--- src/rtl/core/wshrm_pkg.sv ---
`timescale 1ns / 1ps
`default_nettype none

package wshrm_pkg;

   // Default depth of the heart rate history.
   localparam int HISTORY_DEPTH_DEFAULT = 30;

   // Fixed thresholds of the classifier.
   localparam int MIN_FILLED      = 10;
   localparam int LOST_TIMEOUT_MS = 10000;
   localparam int SPREAD_SQ       = 25;

   // Configuration port geometry.
   localparam int CSR_ADDR_W = 5;
   localparam int CSR_DATA_W = 32;
   localparam int DEV_W      = 7;

   // Register indexes.
   localparam logic [2:0] REG_FAST_RATE     = 3'd0;
   localparam logic [2:0] REG_SLOW_RATE     = 3'd1;
   localparam logic [2:0] REG_DEVIATION     = 3'd2;
   localparam logic [2:0] REG_DARK_LUX      = 3'd3;
   localparam logic [2:0] REG_SLEEP_LOW     = 3'd4;
   localparam logic [2:0] REG_SLEEP_HIGH    = 3'd5;
   localparam logic [2:0] REG_SLEEP_CONFIRM = 3'd6;
   localparam logic [2:0] REG_WAKE_CONFIRM  = 3'd7;

   // Status codes.
   localparam logic [1:0] WEAR_UNKNOWN   = 2'd0;
   localparam logic [1:0] WEAR_YES       = 2'd1;
   localparam logic [1:0] WEAR_NO        = 2'd2;
   localparam logic [1:0] SLEEP_UNKNOWN  = 2'd0;
   localparam logic [1:0] SLEEP_ASLEEP   = 2'd1;
   localparam logic [1:0] SLEEP_AWAKE    = 2'd2;
   localparam logic [1:0] HEART_NORMAL   = 2'd0;
   localparam logic [1:0] HEART_FAST     = 2'd1;
   localparam logic [1:0] HEART_SLOW     = 2'd2;
   localparam logic [1:0] HEART_UNSTABLE = 2'd3;

   typedef struct packed {
      logic [7:0]       fast_rate_limit;
      logic [7:0]       slow_rate_limit;
      logic [DEV_W-1:0] deviation_percent;
      logic [15:0]      dark_lux_limit;
      logic [7:0]       sleep_rate_low;
      logic [7:0]       sleep_rate_high;
      logic [19:0]      sleep_confirm_ms;
      logic [19:0]      wake_confirm_ms;
   } cfg_type;

   localparam cfg_type CFG_RESET = '{
      fast_rate_limit:   8'd120,
      slow_rate_limit:   8'd50,
      deviation_percent: 7'd20,
      dark_lux_limit:    16'd50,
      sleep_rate_low:    8'd50,
      sleep_rate_high:   8'd75,
      sleep_confirm_ms:  20'd30000,
      wake_confirm_ms:   20'd15000
   };

endpackage

`default_nettype wire

--- src/rtl/core/wshrm_csr.sv ---
`timescale 1ns / 1ps
`default_nettype none

module wshrm_csr (
   input  wire logic                                clock,
   input  wire logic                                reset,
   input  wire logic                                csr_psel,
   input  wire logic                                csr_penable,
   input  wire logic                                csr_pwrite,
   input  wire logic [wshrm_pkg::CSR_ADDR_W-1:0]    csr_paddr,
   input  wire logic [wshrm_pkg::CSR_DATA_W-1:0]    csr_pwdata,
   output logic      [wshrm_pkg::CSR_DATA_W-1:0]    csr_prdata,
   output logic                                     csr_pready,
   output wshrm_pkg::cfg_type                       cfg
);

   wshrm_pkg::cfg_type cfg_ff;
   wshrm_pkg::cfg_type cfg_in;
   logic [2:0]         index;
   logic               wr_en;

   assign index      = csr_paddr[4:2];
   assign wr_en      = csr_psel & csr_penable & csr_pwrite;
   assign csr_pready = 1'b1;
   assign cfg        = cfg_ff;

   always_comb begin
      cfg_in = cfg_ff;
      if (wr_en) begin
         case (index)
            wshrm_pkg::REG_FAST_RATE:     cfg_in.fast_rate_limit   = csr_pwdata[7:0];
            wshrm_pkg::REG_SLOW_RATE:     cfg_in.slow_rate_limit   = csr_pwdata[7:0];
            wshrm_pkg::REG_DEVIATION:     cfg_in.deviation_percent = csr_pwdata[6:0];
            wshrm_pkg::REG_DARK_LUX:      cfg_in.dark_lux_limit    = csr_pwdata[15:0];
            wshrm_pkg::REG_SLEEP_LOW:     cfg_in.sleep_rate_low    = csr_pwdata[7:0];
            wshrm_pkg::REG_SLEEP_HIGH:    cfg_in.sleep_rate_high   = csr_pwdata[7:0];
            wshrm_pkg::REG_SLEEP_CONFIRM: cfg_in.sleep_confirm_ms  = csr_pwdata[19:0];
            wshrm_pkg::REG_WAKE_CONFIRM:  cfg_in.wake_confirm_ms   = csr_pwdata[19:0];
            default:                      cfg_in = cfg_ff;
         endcase
      end
   end

   always_comb begin
      case (index)
         wshrm_pkg::REG_FAST_RATE:     csr_prdata = 32'(cfg_ff.fast_rate_limit);
         wshrm_pkg::REG_SLOW_RATE:     csr_prdata = 32'(cfg_ff.slow_rate_limit);
         wshrm_pkg::REG_DEVIATION:     csr_prdata = 32'(cfg_ff.deviation_percent);
         wshrm_pkg::REG_DARK_LUX:      csr_prdata = 32'(cfg_ff.dark_lux_limit);
         wshrm_pkg::REG_SLEEP_LOW:     csr_prdata = 32'(cfg_ff.sleep_rate_low);
         wshrm_pkg::REG_SLEEP_HIGH:    csr_prdata = 32'(cfg_ff.sleep_rate_high);
         wshrm_pkg::REG_SLEEP_CONFIRM: csr_prdata = 32'(cfg_ff.sleep_confirm_ms);
         wshrm_pkg::REG_WAKE_CONFIRM:  csr_prdata = 32'(cfg_ff.wake_confirm_ms);
         default:                      csr_prdata = '0;
      endcase
   end

   always_ff @(posedge clock) begin
      if (reset) begin
         cfg_ff <= wshrm_pkg::CFG_RESET;
      end else begin
         cfg_ff <= cfg_in;
      end
   end

endmodule

`default_nettype wire

--- src/rtl/core/wshrm_ring.sv ---
`timescale 1ns / 1ps
`default_nettype none

module wshrm_ring #(
   parameter  int DEPTH = wshrm_pkg::HISTORY_DEPTH_DEFAULT,
   localparam int PTR_W = $clog2(DEPTH),
   localparam int CNT_W = $clog2(DEPTH + 1)
) (
   input  wire logic             clock,
   input  wire logic             reset,
   input  wire logic             push,
   input  wire logic [7:0]       push_rate,
   output logic      [7:0]       old_rate,
   output logic      [CNT_W-1:0] fill_count,
   output logic                  full
);

   // Read-first single port memory: a push reads the slot it replaces.
   logic [7:0]       ring_ff [DEPTH];
   logic [7:0]       old_rate_ff;
   logic [PTR_W-1:0] ptr_ff;
   logic [PTR_W-1:0] ptr_in;
   logic [CNT_W-1:0] count_ff;
   logic [CNT_W-1:0] count_in;

   assign full       = (count_ff == CNT_W'(DEPTH));
   assign fill_count = count_ff;
   assign old_rate   = old_rate_ff;

   always_comb begin
      ptr_in   = ptr_ff;
      count_in = count_ff;
      if (push) begin
         ptr_in = (ptr_ff == PTR_W'(DEPTH - 1)) ? '0 : ptr_ff + PTR_W'(1);
         if (!full) begin
            count_in = count_ff + CNT_W'(1);
         end
      end
   end

   always_ff @(posedge clock) begin
      if (reset) begin
         ptr_ff   <= '0;
         count_ff <= '0;
      end else begin
         ptr_ff   <= ptr_in;
         count_ff <= count_in;
      end
   end

   always_ff @(posedge clock) begin
      if (push) begin
         old_rate_ff     <= ring_ff[ptr_ff];
         ring_ff[ptr_ff] <= push_rate;
      end
   end

endmodule

`default_nettype wire

--- src/rtl/core/wear_sleep_heart_rate_monitor_top.sv ---
`timescale 1ns / 1ps
`default_nettype none

// Wearable monitor that takes one sensor update per beat (heart rate, link,
// presence, light, millisecond time) and returns one classification beat:
// wear status, sleep status and heart rate class. The block accepts one
// update every clock unless a stall at the result side backs up the
// stages; the single port history memory is read and written once per
// accepted update (read-first, so the replaced rate is registered as the
// new one is written). Nonzero rates enter a history ring of
// HISTORY_DEPTH entries; a running sum and a running sum of squares stand in
// for the mean and the spread, and every test is an exact integer compare.
// The pipeline has four internal stages plus an output register; when the
// result side stalls, the stages keep filling, so up to five updates may be
// in flight while a result waits. The history needs no clearing after reset:
// only slots that were written are ever read back. Timestamps wrap modulo
// 2^32, and the configuration registers (byte address 4 times the index)
// should be written only while no update is in flight.
module wear_sleep_heart_rate_monitor_top #(
   parameter int HISTORY_DEPTH = wshrm_pkg::HISTORY_DEPTH_DEFAULT
) (
   input  wire logic                                clock,
   input  wire logic                                reset,
   input  wire logic                                req_valid,
   output logic                                     req_ready,
   input  wire logic [7:0]                          req_heart_rate,
   input  wire logic                                req_link_connected,
   input  wire logic                                req_human_present,
   input  wire logic [15:0]                         req_light_lux,
   input  wire logic [31:0]                         req_now_ms,
   output logic                                     rsp_valid,
   input  wire logic                                rsp_ready,
   output logic                                     rsp_wearing_flag,
   output logic                                     rsp_sleeping_flag,
   output logic                                     rsp_heart_alert,
   output logic      [1:0]                          rsp_wear_code,
   output logic      [1:0]                          rsp_sleep_code,
   output logic      [1:0]                          rsp_heart_code,
   input  wire logic                                csr_psel,
   input  wire logic                                csr_penable,
   input  wire logic                                csr_pwrite,
   input  wire logic [wshrm_pkg::CSR_ADDR_W-1:0]    csr_paddr,
   input  wire logic [wshrm_pkg::CSR_DATA_W-1:0]    csr_pwdata,
   output logic      [wshrm_pkg::CSR_DATA_W-1:0]    csr_prdata,
   output logic                                     csr_pready
);

   // Widths follow from the history depth.
   localparam int CNT_W  = $clog2(HISTORY_DEPTH + 1);
   localparam int SUM_W  = $clog2(HISTORY_DEPTH * 255 + 1);
   localparam int SQ_W   = $clog2(HISTORY_DEPTH * 65025 + 1);
   localparam int NQ_W   = CNT_W + SQ_W;
   localparam int SS_W   = 2 * SUM_W;
   localparam int VAR_W  = (NQ_W > SS_W) ? NQ_W : SS_W;
   localparam int N2_W   = 2 * CNT_W;
   localparam int DS_W   = wshrm_pkg::DEV_W + SUM_W;
   localparam int PHR_W  = 8 + CNT_W;

   wshrm_pkg::cfg_type cfg;

   // Handshake and stage advance. Each stage moves on when the one after it
   // is empty or moving, so bubbles collapse and the input keeps flowing
   // while a finished result waits at the output.
   logic accept;
   logic push;
   logic s2_load;
   logic s3_load;
   logic s4_load;
   logic out_load;

   logic s1_valid_ff, s2_valid_ff, s3_valid_ff, s4_valid_ff, rsp_valid_ff;

   assign out_load  = s4_valid_ff & (~rsp_valid_ff | rsp_ready);
   assign s4_load   = s3_valid_ff & (~s4_valid_ff | out_load);
   assign s3_load   = s2_valid_ff & (~s3_valid_ff | s4_load);
   assign s2_load   = s1_valid_ff & (~s2_valid_ff | s3_load);
   assign req_ready = ~s1_valid_ff | s2_load;
   assign accept    = req_valid & req_ready;
   assign push      = accept & (req_heart_rate != 8'd0);
   assign rsp_valid = rsp_valid_ff;

   wshrm_csr u_csr (
      .clock       (clock),
      .reset       (reset),
      .csr_psel    (csr_psel),
      .csr_penable (csr_penable),
      .csr_pwrite  (csr_pwrite),
      .csr_paddr   (csr_paddr),
      .csr_pwdata  (csr_pwdata),
      .csr_prdata  (csr_prdata),
      .csr_pready  (csr_pready),
      .cfg         (cfg)
   );

   // The ring keeps the history, its write pointer and its fill count. A push
   // reads back the rate it overwrites; that value arrives with stage one.
   logic [7:0]       old_rate;
   logic [CNT_W-1:0] fill_count;
   logic             ring_full;

   wshrm_ring #(
      .DEPTH (HISTORY_DEPTH)
   ) u_ring (
      .clock      (clock),
      .reset      (reset),
      .push       (push),
      .push_rate  (req_heart_rate),
      .old_rate   (old_rate),
      .fill_count (fill_count),
      .full       (ring_full)
   );

   // ---------------------------------------------------------------------
   // Stage one: the accepted beat. Here the running sums, the last beat time
   // and the wear status are updated. The ring's fill count already counts
   // this beat, since nothing new is accepted until this stage moves on.
   // ---------------------------------------------------------------------
   logic [7:0]  s1_hr_ff;
   logic        s1_link_ff;
   logic        s1_present_ff;
   logic [15:0] s1_lux_ff;
   logic [31:0] s1_now_ff;
   logic        s1_replace_ff;

   logic [SUM_W-1:0] sum_ff, sum_in;
   logic [SQ_W-1:0]  sq_ff, sq_in;
   logic [31:0]      last_beat_ff, last_beat_in;
   logic             beat_seen_ff, beat_seen_in;
   logic [1:0]       wear_ff, wear_in;
   logic [15:0]      hr_sq;
   logic [15:0]      old_sq;
   logic [7:0]       old_sub;
   logic             s1_has_rate;

   assign s1_has_rate = (s1_hr_ff != 8'd0);
   assign old_sub     = s1_replace_ff ? old_rate : 8'd0;
   assign hr_sq       = s1_hr_ff * s1_hr_ff;
   assign old_sq      = old_sub * old_sub;

   always_comb begin
      sum_in       = sum_ff;
      sq_in        = sq_ff;
      last_beat_in = last_beat_ff;
      beat_seen_in = beat_seen_ff;
      wear_in      = wear_ff;
      if (s2_load) begin
         if (s1_has_rate) begin
            sum_in       = sum_ff + SUM_W'(s1_hr_ff) - SUM_W'(old_sub);
            sq_in        = sq_ff + SQ_W'(hr_sq) - SQ_W'(old_sq);
            last_beat_in = s1_now_ff;
            beat_seen_in = 1'b1;
         end
         // A missing rate only means lost once the timeout has run out; an
         // unknown status falls to not wearing as soon as a beat was seen.
         if (s1_link_ff && s1_has_rate) begin
            wear_in = wshrm_pkg::WEAR_YES;
         end else if (!s1_link_ff) begin
            wear_in = wshrm_pkg::WEAR_NO;
         end else if (!beat_seen_ff) begin
            wear_in = wshrm_pkg::WEAR_UNKNOWN;
         end else if ((s1_now_ff - last_beat_ff) >= 32'(wshrm_pkg::LOST_TIMEOUT_MS)) begin
            wear_in = wshrm_pkg::WEAR_NO;
         end else if (wear_ff == wshrm_pkg::WEAR_UNKNOWN) begin
            wear_in = wshrm_pkg::WEAR_NO;
         end
      end
   end

   // ---------------------------------------------------------------------
   // Stage two: a snapshot of count, sum and square sum after this beat.
   // All products of the mean and spread tests are formed here.
   // ---------------------------------------------------------------------
   logic [7:0]       s2_hr_ff;
   logic [CNT_W-1:0] s2_n_ff;
   logic [SUM_W-1:0] s2_sum_ff;
   logic [SQ_W-1:0]  s2_sq_ff;
   logic             s2_present_ff;
   logic [15:0]      s2_lux_ff;
   logic [31:0]      s2_now_ff;
   logic [1:0]       s2_wear_ff;

   logic [PHR_W-1:0] phr_full;
   logic [PHR_W-1:0] lown_full;
   logic [PHR_W-1:0] highn_full;
   logic [DS_W-1:0]  devs_full;
   logic [NQ_W-1:0]  nq_full;
   logic [SS_W-1:0]  ss_full;
   logic [N2_W-1:0]  n2_full;

   assign phr_full   = s2_hr_ff * s2_n_ff;
   assign lown_full  = cfg.sleep_rate_low * s2_n_ff;
   assign highn_full = cfg.sleep_rate_high * s2_n_ff;
   assign devs_full  = cfg.deviation_percent * s2_sum_ff;
   assign nq_full    = s2_n_ff * s2_sq_ff;
   assign ss_full    = s2_sum_ff * s2_sum_ff;
   assign n2_full    = s2_n_ff * s2_n_ff;

   // ---------------------------------------------------------------------
   // Stage three: deviation magnitude, mean window and spread test.
   // ---------------------------------------------------------------------
   logic [7:0]       s3_hr_ff;
   logic [CNT_W-1:0] s3_n_ff;
   logic [SUM_W-1:0] s3_sum_ff;
   logic [SUM_W-1:0] s3_phr_ff;
   logic [SUM_W-1:0] s3_lown_ff;
   logic [SUM_W-1:0] s3_highn_ff;
   logic [DS_W-1:0]  s3_devs_ff;
   logic [NQ_W-1:0]  s3_nq_ff;
   logic [SS_W-1:0]  s3_ss_ff;
   logic [N2_W-1:0]  s3_n2_ff;
   logic             s3_present_ff;
   logic [15:0]      s3_lux_ff;
   logic [31:0]      s3_now_ff;
   logic [1:0]       s3_wear_ff;

   logic [SUM_W-1:0] diff;
   logic [VAR_W-1:0] nq_ext;
   logic [VAR_W-1:0] ss_ext;
   logic [VAR_W-1:0] n2_ext;
   logic [VAR_W-1:0] spread_limit;
   logic             spread_ok;
   logic             mean_ok;
   logic             fill_ok;
   logic             dark;

   assign diff = (s3_phr_ff >= s3_sum_ff) ? s3_phr_ff - s3_sum_ff : s3_sum_ff - s3_phr_ff;
   assign nq_ext       = VAR_W'(s3_nq_ff);
   assign ss_ext       = VAR_W'(s3_ss_ff);
   assign n2_ext       = VAR_W'(s3_n2_ff);
   // Spread within five: n*q - s^2 <= 25*n^2, written as shifts and adds.
   assign spread_limit = (n2_ext << 4) + (n2_ext << 3) + n2_ext;
   assign spread_ok    = (nq_ext < ss_ext) || ((nq_ext - ss_ext) <= spread_limit);
   assign mean_ok      = (s3_lown_ff <= s3_sum_ff) && (s3_sum_ff <= s3_highn_ff);
   assign fill_ok      = (s3_n_ff >= CNT_W'(wshrm_pkg::MIN_FILLED));
   assign dark         = (s3_lux_ff < cfg.dark_lux_limit);

   // ---------------------------------------------------------------------
   // Stage four: heart class and the sleep timers, then the output register.
   // ---------------------------------------------------------------------
   logic [7:0]       s4_hr_ff;
   logic [SUM_W-1:0] s4_diff_ff;
   logic [DS_W-1:0]  s4_devs_ff;
   logic             s4_fill_ok_ff;
   logic             s4_sum_pos_ff;
   logic             s4_mean_ok_ff;
   logic             s4_spread_ok_ff;
   logic             s4_dark_ff;
   logic             s4_present_ff;
   logic [31:0]      s4_now_ff;
   logic [1:0]       s4_wear_ff;

   logic [DS_W-1:0] diff_ext;
   logic [DS_W-1:0] diff_x100;
   logic            unstable;
   logic [1:0]      heart_code;
   logic            sleep_cond;

   assign diff_ext  = DS_W'(s4_diff_ff);
   assign diff_x100 = (diff_ext << 6) + (diff_ext << 5) + (diff_ext << 2);
   assign unstable  = s4_fill_ok_ff & s4_sum_pos_ff & (diff_x100 > s4_devs_ff);
   assign sleep_cond = s4_present_ff & s4_dark_ff & s4_fill_ok_ff & s4_mean_ok_ff
                     & s4_spread_ok_ff;

   always_comb begin
      if (s4_hr_ff == 8'd0) begin
         heart_code = wshrm_pkg::HEART_NORMAL;
      end else if (s4_hr_ff > cfg.fast_rate_limit) begin
         heart_code = wshrm_pkg::HEART_FAST;
      end else if (s4_hr_ff < cfg.slow_rate_limit) begin
         heart_code = wshrm_pkg::HEART_SLOW;
      end else if (unstable) begin
         heart_code = wshrm_pkg::HEART_UNSTABLE;
      end else begin
         heart_code = wshrm_pkg::HEART_NORMAL;
      end
   end

   // Sleep timers. Entering the condition restarts the sleep timer and
   // disarms the wake timer; leaving it starts the wake timer. Before the
   // condition has ever held, the wake timer reads zero, so a zero wake time
   // reports awake at once.
   logic        sl_flag_ff, sl_flag_in;
   logic [31:0] sl_since_ff, sl_since_in;
   logic [31:0] wk_since_ff, wk_since_in;
   logic        wk_armed_ff, wk_armed_in;
   logic [1:0]  sleep_ff, sleep_in;
   logic [31:0] wake_elapsed;

   always_comb begin
      sl_flag_in   = sl_flag_ff;
      sl_since_in  = sl_since_ff;
      wk_since_in  = wk_since_ff;
      wk_armed_in  = wk_armed_ff;
      sleep_in     = sleep_ff;
      wake_elapsed = '0;
      if (out_load) begin
         if (sleep_cond) begin
            if (!sl_flag_ff) begin
               sl_flag_in  = 1'b1;
               sl_since_in = s4_now_ff;
               wk_armed_in = 1'b0;
            end
            if ((sleep_ff != wshrm_pkg::SLEEP_ASLEEP)
                && ((s4_now_ff - sl_since_in) >= 32'(cfg.sleep_confirm_ms))) begin
               sleep_in = wshrm_pkg::SLEEP_ASLEEP;
            end
         end else begin
            if (sl_flag_ff) begin
               sl_flag_in  = 1'b0;
               wk_since_in = s4_now_ff;
               wk_armed_in = 1'b1;
               sl_since_in = '0;
            end
            if (sleep_ff != wshrm_pkg::SLEEP_AWAKE) begin
               wake_elapsed = wk_armed_in ? (s4_now_ff - wk_since_in) : 32'd0;
               if (wake_elapsed >= 32'(cfg.wake_confirm_ms)) begin
                  sleep_in = wshrm_pkg::SLEEP_AWAKE;
               end
            end
         end
      end
   end

   logic [1:0] rsp_wear_ff;
   logic [1:0] rsp_sleep_ff;
   logic [1:0] rsp_heart_ff;

   assign rsp_wear_code     = rsp_wear_ff;
   assign rsp_sleep_code    = rsp_sleep_ff;
   assign rsp_heart_code    = rsp_heart_ff;
   assign rsp_wearing_flag  = (rsp_wear_ff == wshrm_pkg::WEAR_YES);
   assign rsp_sleeping_flag = (rsp_sleep_ff == wshrm_pkg::SLEEP_ASLEEP);
   assign rsp_heart_alert   = (rsp_heart_ff != wshrm_pkg::HEART_NORMAL);

   // Control and state registers.
   always_ff @(posedge clock) begin
      if (reset) begin
         s1_valid_ff  <= 1'b0;
         s2_valid_ff  <= 1'b0;
         s3_valid_ff  <= 1'b0;
         s4_valid_ff  <= 1'b0;
         rsp_valid_ff <= 1'b0;
         sum_ff       <= '0;
         sq_ff        <= '0;
         last_beat_ff <= '0;
         beat_seen_ff <= 1'b0;
         wear_ff      <= wshrm_pkg::WEAR_UNKNOWN;
         sl_flag_ff   <= 1'b0;
         sl_since_ff  <= '0;
         wk_since_ff  <= '0;
         wk_armed_ff  <= 1'b0;
         sleep_ff     <= wshrm_pkg::SLEEP_UNKNOWN;
      end else begin
         s1_valid_ff  <= accept | (s1_valid_ff & ~s2_load);
         s2_valid_ff  <= s2_load | (s2_valid_ff & ~s3_load);
         s3_valid_ff  <= s3_load | (s3_valid_ff & ~s4_load);
         s4_valid_ff  <= s4_load | (s4_valid_ff & ~out_load);
         rsp_valid_ff <= out_load | (rsp_valid_ff & ~rsp_ready);
         sum_ff       <= sum_in;
         sq_ff        <= sq_in;
         last_beat_ff <= last_beat_in;
         beat_seen_ff <= beat_seen_in;
         wear_ff      <= wear_in;
         sl_flag_ff   <= sl_flag_in;
         sl_since_ff  <= sl_since_in;
         wk_since_ff  <= wk_since_in;
         wk_armed_ff  <= wk_armed_in;
         sleep_ff     <= sleep_in;
      end
   end

   // Stage payload registers.
   always_ff @(posedge clock) begin
      if (accept) begin
         s1_hr_ff      <= req_heart_rate;
         s1_link_ff    <= req_link_connected;
         s1_present_ff <= req_human_present;
         s1_lux_ff     <= req_light_lux;
         s1_now_ff     <= req_now_ms;
         s1_replace_ff <= ring_full;
      end
      if (s2_load) begin
         s2_hr_ff      <= s1_hr_ff;
         s2_n_ff       <= fill_count;
         s2_sum_ff     <= sum_in;
         s2_sq_ff      <= sq_in;
         s2_present_ff <= s1_present_ff;
         s2_lux_ff     <= s1_lux_ff;
         s2_now_ff     <= s1_now_ff;
         s2_wear_ff    <= wear_in;
      end
      if (s3_load) begin
         s3_hr_ff      <= s2_hr_ff;
         s3_n_ff       <= s2_n_ff;
         s3_sum_ff     <= s2_sum_ff;
         s3_phr_ff     <= SUM_W'(phr_full);
         s3_lown_ff    <= SUM_W'(lown_full);
         s3_highn_ff   <= SUM_W'(highn_full);
         s3_devs_ff    <= devs_full;
         s3_nq_ff      <= nq_full;
         s3_ss_ff      <= ss_full;
         s3_n2_ff      <= n2_full;
         s3_present_ff <= s2_present_ff;
         s3_lux_ff     <= s2_lux_ff;
         s3_now_ff     <= s2_now_ff;
         s3_wear_ff    <= s2_wear_ff;
      end
      if (s4_load) begin
         s4_hr_ff        <= s3_hr_ff;
         s4_diff_ff      <= diff;
         s4_devs_ff      <= s3_devs_ff;
         s4_fill_ok_ff   <= fill_ok;
         s4_sum_pos_ff   <= (s3_sum_ff != '0);
         s4_mean_ok_ff   <= mean_ok;
         s4_spread_ok_ff <= spread_ok;
         s4_dark_ff      <= dark;
         s4_present_ff   <= s3_present_ff;
         s4_now_ff       <= s3_now_ff;
         s4_wear_ff      <= s3_wear_ff;
      end
      if (out_load) begin
         rsp_wear_ff  <= s4_wear_ff;
         rsp_sleep_ff <= sleep_in;
         rsp_heart_ff <= heart_code;
      end
   end

endmodule

`default_nettype wire

--- config.mk ---
export PLATFORM = sky130hd
export DESIGN_NAME = wear_sleep_heart_rate_monitor_top
export DESIGN_NICKNAME = d
export VERILOG_FILES = /design/src/rtl/core/wshrm_pkg.sv /design/src/rtl/core/wshrm_csr.sv /design/src/rtl/core/wshrm_ring.sv /design/src/rtl/core/wear_sleep_heart_rate_monitor_top.sv
export SDC_FILE = /design/constraint.sdc
export NUM_CORES = 2
export LEC_CHECK = 0
export ABC_CLOCK_PERIOD_IN_PS = 11500
export BUFFER_PORTS_ARGS = -buffer_cell sky130_fd_sc_hd__buf_4
export CAP_MARGIN = 40
export CORE_AREA = 2 2 383 347
export DETAILED_ROUTE_END_ITERATION = 8
export DIE_AREA = 0 0 385 349
export PLACE_DENSITY = 0.69
export RECOVER_POWER = 50
export SYNTH_ARGS = -nofsm -noshare
export SYNTH_HDL_FRONTEND = slang
export SYNTH_SLANG_ARGS = --single-unit
--- constraint.sdc ---
create_clock -name clock -period 11.5 [get_ports clock]
set_input_delay 1.15 -clock clock [delete_from_list [all_inputs] [get_ports clock]]
set_output_delay 1.15 -clock clock [all_outputs]
set_load 0.01 [all_outputs]
==> results.toml <==
[run_status]
status = "complete, but fails checks"
violations = "max-capacitance violations, max-slew violations"

[sta]
worstMarginPinSlew_ps = 3922
rsz0062_at_grt = "no"
slew_headroom = -1.615
fmax_mhz = 134.7
slew_viol_final = 916
clock_skew_ps = 49.81
hold_viol_final = 0
setup_violations = 0
period_share = 0.6456
timing.setup.tns_ps = 0
period_needed_ps = 7425

[setup_path]
rrSetupSlack_ps = 4080
critPathBufInv = 2
r2r_start = "s2_n_ff[3]"
crit_path_max_fanout = 53
ff2ff_path_depth = 18
crit_required_ps = 11930
cp-start-kind = "flip-flop"
cpMostUsedCell = "fa_1"
crit_family = "compound AO/OA/AOI/OAI gates"
cp-end-kind = "flip-flop"
critPathSlowestCell = "clkbuf_1"
worstPathArrival_ps = 7850
r2r-end = "nq_ext[24]"
cpPeakStageDelay_ps = 2070
criticalPathCategory = "reg2reg"
cp_cell_sequence = "clkbuf_1 > nand2_1 > fa_1 > fa_1 > fa_1 > inv_1 > ha_1 > a21o_1 > a21oi_1 > o21ai_0 > a21oi_1 > nor2b_1 > o211ai_1 > o211ai_1 > o41a_1 > a41o_1 > o41ai_1 > xnor2_1"

[clocking]
path_clk_slew_ps = 60
clockRootBuffer = "clkbuf_16"
htree_levels = 3
post_cts_resized = 0
ctsHoldBuffers = 0
cts_inserted_buffers = 96
cts_tree = "done"
clk_latency_ps = 730
cts_sinks = 933
cts_setup_buffers = 0
clockBufferDepth = 3

[pwr]
power_leakage_nw = 29.43
peakVddDrop_uv = 381.4
power_density_nw_per_um2 = 208.8

[floorplanning]
die_h_um = 349
initial_utilization = 0.4976
coreArea_um2 = 130400
die-area_um2 = 134400
row_count = 126
ios = 146
die_w_um = 385

[cells_and_area]
fin_util = 0.5406
fill_cells = 11130
syn_to_final_growth_pct = 8.630
multi_input_area_um2 = 35460
design_area_um2 = 70480
drive_above_1_share = 0.05700
seqCellArea_um2 = 25550
finalNetCount = 7355

[yosys]
synth_edf_count = 686
syn_area_um2 = 64880
synth_top_area_frac = 0.3175
synth.avg_cell_area_um2 = 10.46
synth.distinct_cells = 86
yosysSeqAreaShare = 0.3937
async_flop_share = 0
synth_top_area_cell = "edfxtp_1"
synth_common_cells = "808 x inv_1, 686 x edfxtp_1, 611 x ha_1"
yosysMostFrequentCell = "inv_1"
synth_ff_type = "edfxtp_1"
ys_ff_latch = 933
synth_cells = 6202
synth_warnings = 0
synth.area.top_cells = "edfxtp_1 32%, fa_1 12%, ha_1 12%, dfxtp_1 7.6%, inv_1 4.7%"

[route]
drt_iter0_markers = 3683
drt_wl_total_mm = 155.7
ant_nets = 0
viasPerCell = 5.589
vias = 45060
drc_errors = 0
post_drt_wl_per_cell_um = 19.32
firstDrtPassIters = 7

[min_path]
hold_depth = 0
hold_end = "s3_now_ff[0]"
hp-start = "s2_now_ff[0]"
hold_class = "reg2reg"

[grt]
track_usage = 0.2329
grt_start_max_net_pins = 77
first_global_vias = 44780
antenna_found_initial = 6
grt.overflow.total = 0
grt_pass1_wl_mm = 247.1

[placed_design]
place_congestion = 0.9303
dp_hpwl_mm = 117.1
placed_area_um2 = 67610
port_buffers = 118

[job]
drv_cap = 21
==> area by class of cell <==
cell class | instances | area share
repair buffers | 170 | 0.01516
inverters | 809 | 0.04310
flip-flops and latches | 933 | 0.3626
clock inverters | 61 | 0.009658
well taps | 1728 | 0.03068
clock buffers | 117 | 0.03563
diodes | 1 | 0.00003551
multi-input cells | 4243 | 0.5032
==> cell usage in the layout, fill, tap and decap left out, types with 63 or more instances in the layout <==
cell       Yosys  routed
dfxtp_1      247     244
a21oi_1      353     352
nor2_1       382     381
o21a_1        70      70
xnor2_1      156     156
and2_1       273     258
nor3_1        81      81
o21ai_0      189     188
fa_1         389     389
mux2i_1      133     133
clkbuf_16      0      96
nand2_1      593     592
a21o_1       102     102
clkbuf_1     187      85
xor2_1        75      75
edfxtp_1     686     686
ha_1         611     611
nand3_1       71      71
nor2b_1       64      63
inv_1        808     808
buf_4         13      73
==> worst max path at each step <==
stage | start | to | cells after the start
2_1_floorplan | rsp_ready | nq_ext[0] | 4
3_3_place_gp | s1_replace_ff | sq_ff[20] | 22
3_5_place_dp | s1_replace_ff | sq_ff[20] | 22
4_1_cts | s1_replace_ff | sq_ff[20] | 22
5_1_grt | s2_n_ff[2] | nq_ext[24] | 18
6_report | s2_n_ff[3] | nq_ext[24] | 18
==> through the flow <==
stage / power [mW] / cells / setup slack, ps / hold WS, ps
after floorplan: 10.07 / 6214 / 665.1 / 400.3
after CTS: 14.82 / 8061 / 4185 / 409.1
after global routing: 16.00 / 8062 / 3475 / 413.5
final: 14.72 / 8062 / 4075 / 410.0
after global placement: 11.47 / 7874 / 4214 / 400.7
after detailed placement: 11.57 / 7883 / 4261 / 404.5
==> cells by family after synthesis <==
| kind of cell | Yosys count | share of synthesized area |
|---|---|---|
| AOI/OAI and AO/OA | 1103 | 0.1090 |
| DFF | 933 | 0.3937 |
| muxes | 206 | 0.04360 |
| other | 2 | 0.0001158 |
| buffers and inverters | 1038 | 0.06084 |
| xor gates and xnor gates | 231 | 0.03118 |
| and+or+nand+nor | 1689 | 0.1237 |
| adders and majority gates | 1000 | 0.2379 |
==> where the power goes <==
group	switching, mW	leakage [nW]	internal, mW
registers	0.163	8.33	4.10
logic	4.11	19.6	3.20
clock network	1.39	1.54	1.76
total	5.66	29.4	9.05
==> state kept, by name, summed over array words and instances (netlist names), 16 cells and up <==
register and count:
last_beat_ff 32, nq_ext 26, s1_lux_ff 16, s1_now_ff 32
s2_lux_ff 16, s2_now_ff 32, s2_sq_ff 21, s3_devs_ff 20
s3_lux_ff 16, s3_now_ff 32, s3_ss_ff 24, s4_devs_ff 20
s4_now_ff 32, sl_since_ff 32, sq_ff 21, u_csr.cfg 95
u_ring.ring_ff 240, wk_since_ff 32
==> metal layers <==
metal	track usage	vias up	share of wire
met2	0.3612	1318	0.45
met5	0	-	0.00022
met1	0.3355	22090	0.46
li1	-	21410	-
met4	0.06099	4	0.025
met3	0.04327	238	0.069
Power figures use the tool's default switching activity.
